$ cat src/design/bmmd_pkg.sv
`default_nettype none

package bmmd_pkg;

	typedef enum logic [3:0] {
		REGION_FIXED_ROM  = 4'd0,
		REGION_BANKED_ROM = 4'd1,
		REGION_VRAM       = 4'd2,
		REGION_EXT_RAM    = 4'd3,
		REGION_WORK_RAM   = 4'd4,
		REGION_OAM        = 4'd5,
		REGION_UNUSED     = 4'd6,
		REGION_HIGH_RAM   = 4'd7,
		REGION_IRQ_ENABLE = 4'd8,
		REGION_IO         = 4'd9,
		REGION_BANK_CTRL  = 4'd10
	} region_t;

	// Bank controller register windows, selected by address[14:13] below 0x8000.
	typedef enum logic [1:0] {
		CTRL_RAM_ENABLE = 2'd0,
		CTRL_ROM_LOWER  = 2'd1,
		CTRL_ROM_UPPER  = 2'd2,
		CTRL_MODE       = 2'd3
	} ctrl_sel_t;

	localparam int unsigned ADDR_W   = 16;
	localparam int unsigned DATA_W   = 8;
	localparam int unsigned OFFSET_W = 21;
	localparam int unsigned ROM_BANK_W = 7;
	localparam int unsigned RAM_BANK_W = 2;

	localparam logic [3:0] RAM_ENABLE_KEY = 4'hA;
	localparam logic [7:0] OAM_LAST       = 8'h9F;
	localparam logic [ROM_BANK_W-1:0] ROM_BANK_RESET = 7'd1;

	// Banks whose lower five bits are zero cannot be mapped; step to the next one.
	function automatic logic [ROM_BANK_W-1:0] bump_bank(input logic [ROM_BANK_W-1:0] bank);
		logic [ROM_BANK_W-1:0] res;
		res = bank;
		if (bank[4:0] == 5'd0) begin
			res = bank + 7'd1;
		end
		return res;
	endfunction

endpackage

`default_nettype wire

$ cat src/design/banked_memory_map_decoder.sv
`default_nettype none

// Channel   Direction  Handshake               Payload
// in        sink       in_valid / in_ready     op, address, data
// out       source     out_valid / out_ready   region, offset, ext_ram_en, current_rom_bank
// cfg       sink       cfg_valid / cfg_ready   cfg_data (banking_enabled)
//
// One access per cycle unless the result stalls; stage one feeds the result register.
// Stage one registers the access, the decode and bank update sit between stage one and
// the result register. The bank registers update as an access leaves stage one.
// arst_n clears both stages and sets bank 1, RAM bank 0, RAM disabled, ROM banking mode.
// A stalled result holds stage two and a full stage one; an empty stage one still takes
// one access. The configuration port is always ready.
module banked_memory_map_decoder (
	input  wire logic                             clk,
	input  wire logic                             arst_n,
	input  wire logic                             in_valid,
	output logic                                  in_ready,
	input  wire logic                             op,
	input  wire logic [bmmd_pkg::ADDR_W-1:0]      address,
	input  wire logic [bmmd_pkg::DATA_W-1:0]      data,
	output logic                                  out_valid,
	input  wire logic                             out_ready,
	output logic [3:0]                            region,
	output logic [bmmd_pkg::OFFSET_W-1:0]         offset,
	output logic                                  ext_ram_en,
	output logic [bmmd_pkg::ROM_BANK_W-1:0]       current_rom_bank,
	input  wire logic                             cfg_valid,
	output logic                                  cfg_ready,
	input  wire logic                             cfg_data
);
	import bmmd_pkg::*;

	logic                    valid_s1;
	logic                    op_s1;
	logic [ADDR_W-1:0]       addr_s1;
	logic [DATA_W-1:0]       data_s1;

	logic                    valid_s2;
	region_t                 region_s2;
	logic [OFFSET_W-1:0]     offset_s2;
	logic                    ram_en_s2;
	logic [ROM_BANK_W-1:0]   rom_bank_s2;

	logic                    banking_en_q;
	logic [ROM_BANK_W-1:0]   rom_bank_q;
	logic [RAM_BANK_W-1:0]   ram_bank_q;
	logic                    ram_en_q;
	logic                    mode_q;

	logic                    adv;
	logic                    bank_wr;
	logic [ROM_BANK_W-1:0]   rom_bank_d;
	logic [RAM_BANK_W-1:0]   ram_bank_d;
	logic                    ram_en_d;
	logic                    mode_d;
	region_t                 region_d;
	logic [OFFSET_W-1:0]     offset_d;

	assign adv       = !valid_s2 || out_ready;
	assign in_ready  = !valid_s1 || adv;
	assign cfg_ready = 1'b1;

	always_ff @(posedge clk or negedge arst_n) begin
		if (!arst_n) begin
			banking_en_q <= 1'b0;
		end else if (cfg_valid && cfg_ready) begin
			banking_en_q <= cfg_data;
		end
	end

	always_ff @(posedge clk or negedge arst_n) begin
		if (!arst_n) begin
			valid_s1 <= 1'b0;
		end else if (in_ready) begin
			valid_s1 <= in_valid;
		end
	end

	always_ff @(posedge clk) begin
		if (in_valid && in_ready) begin
			op_s1   <= op;
			addr_s1 <= address;
			data_s1 <= data;
		end
	end

	// Bank controller update for the access in stage one.
	assign bank_wr = valid_s1 && op_s1 && !addr_s1[15] && banking_en_q;

	always_comb begin
		rom_bank_d = rom_bank_q;
		ram_bank_d = ram_bank_q;
		ram_en_d   = ram_en_q;
		mode_d     = mode_q;
		if (bank_wr) begin
			case (ctrl_sel_t'(addr_s1[14:13]))
				CTRL_RAM_ENABLE: ram_en_d = (data_s1[3:0] == RAM_ENABLE_KEY);
				CTRL_ROM_LOWER:  rom_bank_d = bump_bank({rom_bank_q[6:5], data_s1[4:0]});
				CTRL_ROM_UPPER: begin
					if (!mode_q) begin
						rom_bank_d = bump_bank({data_s1[1:0], rom_bank_q[4:0]});
					end else begin
						ram_bank_d = data_s1[1:0];
					end
				end
				CTRL_MODE:       mode_d = (data_s1 != '0);
				default:         mode_d = mode_q;
			endcase
		end
	end

	always_comb begin
		region_d = REGION_IO;
		offset_d = {{(OFFSET_W-8){1'b0}}, addr_s1[7:0]};
		if (!addr_s1[15]) begin
			if (op_s1) begin
				region_d = REGION_BANK_CTRL;
				offset_d = {{(OFFSET_W-ADDR_W){1'b0}}, addr_s1};
			end else if (!addr_s1[14]) begin
				region_d = REGION_FIXED_ROM;
				offset_d = {{(OFFSET_W-ADDR_W){1'b0}}, addr_s1};
			end else begin
				region_d = REGION_BANKED_ROM;
				offset_d = {rom_bank_q, addr_s1[13:0]};
			end
		end else if (addr_s1[15:13] == 3'b100) begin
			region_d = REGION_VRAM;
			offset_d = {{(OFFSET_W-13){1'b0}}, addr_s1[12:0]};
		end else if (addr_s1[15:13] == 3'b101) begin
			region_d = REGION_EXT_RAM;
			offset_d = {{(OFFSET_W-15){1'b0}}, ram_bank_q, addr_s1[12:0]};
		end else if (addr_s1[15:9] != 7'h7F) begin
			region_d = REGION_WORK_RAM;
			offset_d = {{(OFFSET_W-13){1'b0}}, addr_s1[12:0]};
		end else if (!addr_s1[8]) begin
			if (addr_s1[7:0] <= OAM_LAST) begin
				region_d = REGION_OAM;
			end else begin
				region_d = REGION_UNUSED;
				offset_d = '0;
			end
		end else if (addr_s1[7:0] == 8'hFF) begin
			region_d = REGION_IRQ_ENABLE;
			offset_d = '0;
		end else if (addr_s1[7]) begin
			region_d = REGION_HIGH_RAM;
			offset_d = {{(OFFSET_W-7){1'b0}}, addr_s1[6:0]};
		end
	end

	always_ff @(posedge clk or negedge arst_n) begin
		if (!arst_n) begin
			rom_bank_q <= ROM_BANK_RESET;
			ram_bank_q <= '0;
			ram_en_q   <= 1'b0;
			mode_q     <= 1'b0;
		end else if (valid_s1 && adv) begin
			rom_bank_q <= rom_bank_d;
			ram_bank_q <= ram_bank_d;
			ram_en_q   <= ram_en_d;
			mode_q     <= mode_d;
		end
	end

	always_ff @(posedge clk or negedge arst_n) begin
		if (!arst_n) begin
			valid_s2 <= 1'b0;
		end else if (adv) begin
			valid_s2 <= valid_s1;
		end
	end

	always_ff @(posedge clk) begin
		if (valid_s1 && adv) begin
			region_s2   <= region_d;
			offset_s2   <= offset_d;
			ram_en_s2   <= ram_en_d;
			rom_bank_s2 <= rom_bank_d;
		end
	end

	assign out_valid        = valid_s2;
	assign region           = region_s2;
	assign offset           = offset_s2;
	assign ext_ram_en       = ram_en_s2;
	assign current_rom_bank = rom_bank_s2;

`ifndef SYNTHESIS
	a_bank_never_zero_low: assert property (@(posedge clk) disable iff (!arst_n)
		rom_bank_q[4:0] != 5'd0)
		else $error("ROM bank has zero lower bits");

	a_disabled_no_update: assert property (@(posedge clk) disable iff (!arst_n)
		valid_s1 && adv && !banking_en_q |=> $stable(rom_bank_q) && $stable(ram_bank_q)
			&& $stable(ram_en_q) && $stable(mode_q))
		else $error("bank state changed with banking disabled");

	a_ram_bank_needs_mode: assert property (@(posedge clk) disable iff (!arst_n)
		!$stable(ram_bank_q) |-> $past(mode_q))
		else $error("RAM bank changed in ROM banking mode");

	a_banked_offset_bank: assert property (@(posedge clk) disable iff (!arst_n)
		valid_s2 && region_s2 == REGION_BANKED_ROM |-> offset_s2[20:14] == rom_bank_s2)
		else $error("banked ROM offset does not match reported bank");

	a_stage_hold: assert property (@(posedge clk) disable iff (!arst_n)
		valid_s1 && !adv |=> valid_s1 && $stable(addr_s1) && $stable(op_s1))
		else $error("stage one lost its access during a stall");
`endif

endmodule

`default_nettype wire

$ cat config.mk
export PLATFORM = sky130hd
export DESIGN_NAME = banked_memory_map_decoder
export DESIGN_NICKNAME = d
export VERILOG_FILES = /design/src/design/bmmd_pkg.sv /design/src/design/banked_memory_map_decoder.sv
export SDC_FILE = /design/constraint.sdc
export NUM_CORES = 1
export LEC_CHECK = 0
export CORE_MARGIN = 2
export CORE_UTILIZATION = 50
export CTS_BUF_LIST = sky130_fd_sc_hd__clkbuf_8
export DETAILED_ROUTE_END_ITERATION = 10
export DONT_BUFFER_PORTS = 1
export SLEW_MARGIN = 20
export SYNTH_ARGS = -nofsm -noshare
export SYNTH_HDL_FRONTEND = slang
export SYNTH_SLANG_ARGS = --single-unit
$ cat constraint.sdc
create_clock -name clk -period 2.57 [get_ports clk]
set_clock_uncertainty 0.1 [all_clocks]
set_input_delay 0.257 -clock clk [delete_from_list [all_inputs] [get_ports clk]]
set_output_delay 0.257 -clock clk [all_outputs]
set_load 0.05 [all_outputs]
## Word level (Yosys, flattened, before mapping)

Cells that the tools add are included.

| word-level totals | value |
|---|---|
| logic and storage cells | 67 |
| input bits | 31 |
| flip-flop bits (word level) | 72 |

| cells by class | value |
|---|---|
| reductions and logical operators | 16 |
| order comparisons | 1 |
| multiplexer cells | 26 |
| add/sub/neg operators | 2 |
| equality and inequality tests | 8 |

Operators with widths:

| operator | number |
|---|---|
| two-way mux 21 bit | 7 |
| two-way mux 7 bit | 5 |
| two-way mux 4 bit | 8 |
| adder 7 x 1 -> 7 bit, second input constant | 2 |
| case mux 7 bit (2 select lines) | 1 |
| zero test 5 bit | 2 |
| == test 8 bit, second input constant | 1 |
| less-or-equal comparator 8 bit, second input constant | 1 |
| two-way mux 8 bit | 1 |
| nonzero test 8 bit | 1 |
| inequality test 7 bit, second input constant | 1 |
| == test 3 bit, second input constant | 2 |
| logical AND 1 bit | 5 |
| == test 2 bit, second input constant | 2 |
| == test 4 bit, second input constant | 1 |
| AND reduction 4 bit | 1 |
| zero test 1 bit | 3 |
| two-way mux 1 bit | 3 |
| AND reduction 3 bit | 1 |
| == test 2 x 1 -> 1 bit, second input constant | 1 |
| zero test 2 bit | 1 |
| logical OR 1 bit | 2 |
| two-way mux 2 bit | 1 |

## Depth between registers and ports, before layout

| depth | value |
|---|---|
| depth in word-level cells | 7 |
| mapped depth | 7 |
| mapped depth without buffers | 6 |

## Worst setup path before layout

Ideal clock, no wire load.

| path | value |
|---|---|
| path kind | flip-flop to flip-flop |
| start point | register valid_s2, in the netlist out_valid |
| end point | register addr_s1[0] (enable) |
| cell stages (with the launch flop) | 3 |
| data arrival time | 1.834 ns |
| period minus slack after synthesis | 2.317 ns |
| buffers on the path | 0 |
| setup slack | 0.253 ns |
| cell sequence | dfrtp_1 -> nand3b_1 -> and2_1 |

| on the way | value |
|---|---|
| cells in the longest elaborated chain, start to end | 4 |

Ends and longest elaborated chain:

| element | RTL line | text |
|---|---|---|
| start, declared | banked_memory_map_decoder.sv:39 | `logic valid_s2;` |
| start signal, assigned | banked_memory_map_decoder.sv:170 | `valid_s2 <= valid_s1;` |
| zero test 1 bit | banked_memory_map_decoder.sv:60 | `assign adv = !valid_s2 \|\| out_ready;` |
| logical OR 1 bit | banked_memory_map_decoder.sv:60 |  |
| logical OR 1 bit | banked_memory_map_decoder.sv:61 | `assign in_ready = !valid_s1 \|\| adv;` |
| named net in_ready | banked_memory_map_decoder.sv:18 | `output logic in_ready,` |
| logical AND 1 bit | banked_memory_map_decoder.sv:81 | `if (in_valid && in_ready) begin` |
| end signal, assigned | banked_memory_map_decoder.sv:83 | `addr_s1 <= address;` |
| end, declared | banked_memory_map_decoder.sv:36 | `logic [ADDR_W-1:0] addr_s1;` |

The timed path passes the listed nets, and every way through them passes these cells.
A chain may end at the register's enable or synchronous reset.

## Worst setup path after layout

| path | value |
|---|---|
| start point | register addr_s1[13] |
| end point | register offset_s2[1], in the netlist offset[1] (data pin) |

| on the way | value |
|---|---|
| cells in the longest elaborated chain, start to end | 5 |

Ends and longest elaborated chain:

| element | RTL line | text |
|---|---|---|
| inequality test 7 bit | banked_memory_map_decoder.sv:133 | `end else if (addr_s1[15:9] != 7'h7F) begin` |
| two-way mux 21 bit | banked_memory_map_decoder.sv:133 |  |
| two-way mux 21 bit | banked_memory_map_decoder.sv:130 | `end else if (addr_s1[15:13] == 3'b101) begin` |
| two-way mux 21 bit * | banked_memory_map_decoder.sv:127 | `end else if (addr_s1[15:13] == 3'b100) begin` |
| two-way mux 21 bit * | banked_memory_map_decoder.sv:116 | `if (!addr_s1[15]) begin` |
| named net offset_d[1] | banked_memory_map_decoder.sv:58 | `logic [OFFSET_W-1:0] offset_d;` |
| end signal, assigned | banked_memory_map_decoder.sv:177 | `offset_s2 <= offset_d;` |
| end, declared | banked_memory_map_decoder.sv:41 | `logic [OFFSET_W-1:0] offset_s2;` |

The timed path passes the listed nets; every way through them passes the cells marked *.

==> results.sh <==
export IMPL_clockBufferDepth=2
export IMPL_grt_first_pass_wirelength_mm=9.83
export IMPL_cts_tree="yes"
export IMPL_setup_viol=0
export IMPL_rsz0062_at_grt="no"
export IMPL_syn2layout_area_growth_pct=20.1
export IMPL_hold_viol_final=0
export IMPL_htree_levels=3
export IMPL_routed_via_density=5.58
export IMPL_core_area_um2=5960
export IMPL_fp_dieW_um=82.8
export IMPL_synth_common_cells="edfxtp_1, dfrtp_1, inv_1, nand2_1"
export IMPL_fin_crit_sh=0.898
export IMPL_pwr_share_clk=0.318
export IMPL_reg2reg_depth=6
export IMPL_antenna_found_initial=1
export IMPL_worstSetupPathType="reg -> reg"
export IMPL_synth_nets=258
export IMPL_hpwl_mm=4.14
export IMPL_power_density_nw_per_um2=830
export IMPL_relSlewSlack=0.521
export IMPL_clkLatencyLatePin_ns=0.34
export IMPL_cp_endpoint="offset[1]"
export IMPL_yosysTopAreaCell="edfxtp_1"
export IMPL_setup_ws_ns=0.263
export IMPL_synth_edf_count=58
export IMPL_synth_most_common_cell="edfxtp_1"
export IMPL_drt_wirelength_per_cell_um=18.0
export IMPL_avgSynthCellArea_um2=14.3
export IMPL_grt_pass1_vias=1930
export IMPL_reg2reg_from="addr_s1[13]"
export IMPL_cp_start_kind="flop"
export IMPL_swShare=0.300
export IMPL_cts_setup_buffers=0
export IMPL_slowest_delay_ns=0.51
export IMPL_internal_power_mw=2.17
export IMPL_reg2reg_slack_ns=0.26
export IMPL_ant_nets=0
export IMPL_nFillCells=506
export IMPL_path_max_fanout=9
export IMPL_seq_area_frac_synth=0.674
export IMPL_synth_top_area_frac=0.560
export IMPL_pwr_share_seq=0.559
export IMPL_combPwrFrac=0.123
export IMPL_root_buffer="clkbuf_8"
export IMPL_min_path_type="in -> reg"
export IMPL_syn_inst=218
export IMPL_dp_slack_ns=0.269
export IMPL_ir_drop_mv=0.459
export IMPL_period_minus_slack_ns=2.31
export IMPL_worstSetupEndpointType="flop"
export IMPL_maxCapViolCount=0
export IMPL_fmax_mhz=433
export IMPL_clock_sinks=72
export IMPL_layout_drive_gt1_share=0.141
export IMPL_crit_required_ns=2.57
export IMPL_fin_cells=339
export IMPL_yosys_warnings=0
export IMPL_worst_pin_slew_ns=0.716
export IMPL_drtPass1Iterations=4
export IMPL_crit_start="addr_s1[13]"
export IMPL_ioPinCount=67
export IMPL_setup_tns_ns=0
export IMPL_drcViolationCount=0
export IMPL_cp_data_arrival_time_ns=2.31
export IMPL_drtIter0Drc=75
export IMPL_timing_rr_end="offset[1]"
export IMPL_ys_types=50
export IMPL_wirelength_mm=6.11
export IMPL_drv_slew=0
export IMPL_synth_async_sr_flop_share=0.194
export IMPL_cp_cell_sequence="inv_1 -> ha_1 -> nand2b_1 -> nor4_4 -> o211ai_1 -> and2_1"
export IMPL_vias=1893
export IMPL_synthTopCellsByArea="edfxtp_1, dfrtp_1, ha_1"
export IMPL_outcome="completed"
export IMPL_rows=28
export IMPL_p_leak_nw=1.44
export IMPL_nNetsFinal=298
export IMPL_grt_max_degree=21
export IMPL_whs_ns=0.0305
export IMPL_die_h_um=82.8
export IMPL_synthFlopType="edfxtp_1"
export IMPL_dp_cells=293
export IMPL_cts_buffers_inserted=9
export IMPL_cts_clk_slew_worst_paths_ns=0.08
export IMPL_grt_overflow_total=0
export IMPL_portBuffers=0
export IMPL_track_usage=0.187
export IMPL_switching_power_mw=0.929
export IMPL_cpMaxStageDelayCell="nor4_4"
export IMPL_ys_ff_latch=72
export IMPL_dieArea_um2=6860
export IMPL_start_util=0.522
export IMPL_place_congestion=0.871
export IMPL_p_total_mw=3.10
export IMPL_syn_area_um2=3110
-- power by group through the flow --
stage	Combinational [mW]	Clock (mW)	Sequential, mW
floorplan	0.266	0	1.72
detailed placement	0.335	0	1.76
finish	0.381	0.985	1.73
CTS	0.377	1.01	1.73
global placement	0.326	0	1.75
global route	0.423	1.06	1.75
-- per-stage QoR --
stage               area [um^2]  utilization
global placement           3220        0.540
finish                     3730        0.627
detailed placement         3220        0.540
floorplan                  3110            -
global route               3730        0.627
CTS                        3730        0.626
-- flip-flops by register name (all words and copies together) (netlist names), 2 cells and up --
register	count
offset	21
current_rom_bank	7
addr_s1	16
region	4
ram_bank_q	2
rom_bank_q	7
data_s1	8
-- cell usage in the layout, fill, tap and decap left out, types with 3 or more instances in the layout --
cell           Yosys  layout
and2_1             8       8
inv_6              0       3
nor2b_1            5       5
buf_4              2       6
a21oi_1            7       7
nand3_1            4       4
ha_1               9       9
clkbuf_8           0       9
inv_1             11      11
dlygate4sd3_1      0      29
o21ai_0            9       9
mux2_2             7       7
and3_1             7       7
dfrtp_1           13      13
nor2_1             6       6
nand4_1            5       5
a22o_1             4       4
nand2_1           11      11
nor3_1             4       4
nand2b_1           7       7
edfxtp_1          58      58
-- worst max-delay path, delay by kind of cell (launching register included) --
kind                     cells  cell delay, ns
flip-flops                   1            0.39
AND/OR/NAND/NOR              3            0.98
adder cells (fa/ha/maj)      1            0.23
buffers and inverters        1            0.09
AO/OA/AOI/OAI                1            0.29
-- worst min-delay path by stage --
stage / start / to / slack (ns) / depth (start not counted)
floorplan: arst_n / banking_en_q / -0.14 / 0
global placement: arst_n / ram_en_q / -0.14 / 0
detailed placement: arst_n / ram_en_q / -0.14 / 0
CTS: out_ready / out_valid / 0.01 / 2
global route: out_ready / out_valid / 0.03 / 2
finish: out_ready / out_valid / 0.03 / 2
-- area by class of cell --
cell class | instances | area (um^2) | area share
sequential | 72 | 2090 | 0.561
clock buffer | 9 | 124 | 0.0332
clock inverter | 7 | 101 | 0.0271
inverter | 11 | 41.3 | 0.0111
tap | 75 | 93.8 | 0.0251
multi-input combinational | 128 | 922 | 0.247
antenna | 1 | 2.50 | 0.000670
timing repair buffer | 36 | 355 | 0.0952
-- per-layer routing --
metal | part of all wire | track usage | vias up
met5 | 0 | 0 | -
met4 | 0.0097 | 0.0849 | 0
met3 | 0.042 | 0.0537 | 8
met2 | 0.50 | 0.293 | 57
met1 | 0.45 | 0.243 | 923
li1 | - | - | 905
-- cells by family after synthesis --
| family | Yosys count | synth area share |
|---|---|---|
| compound gates | 40 | 0.0898 |
| xor+xnor | 1 | 0.00282 |
| fa+ha+maj | 9 | 0.0362 |
| buf+inv | 18 | 0.0298 |
| flops | 72 | 0.674 |
| mux | 9 | 0.0350 |
| other cells | 1 | 0.00121 |
| simple gates | 68 | 0.132 |
-- timing repair --
| item | in CTS | in global routing |
|---|---|---|
| gates resized for setup | 0 | 0 |
| hold buffers | 29 | 0 |
| hold endpoints to repair | 41 | 0 |
Note: power is estimated with default switching activity, not from simulation.
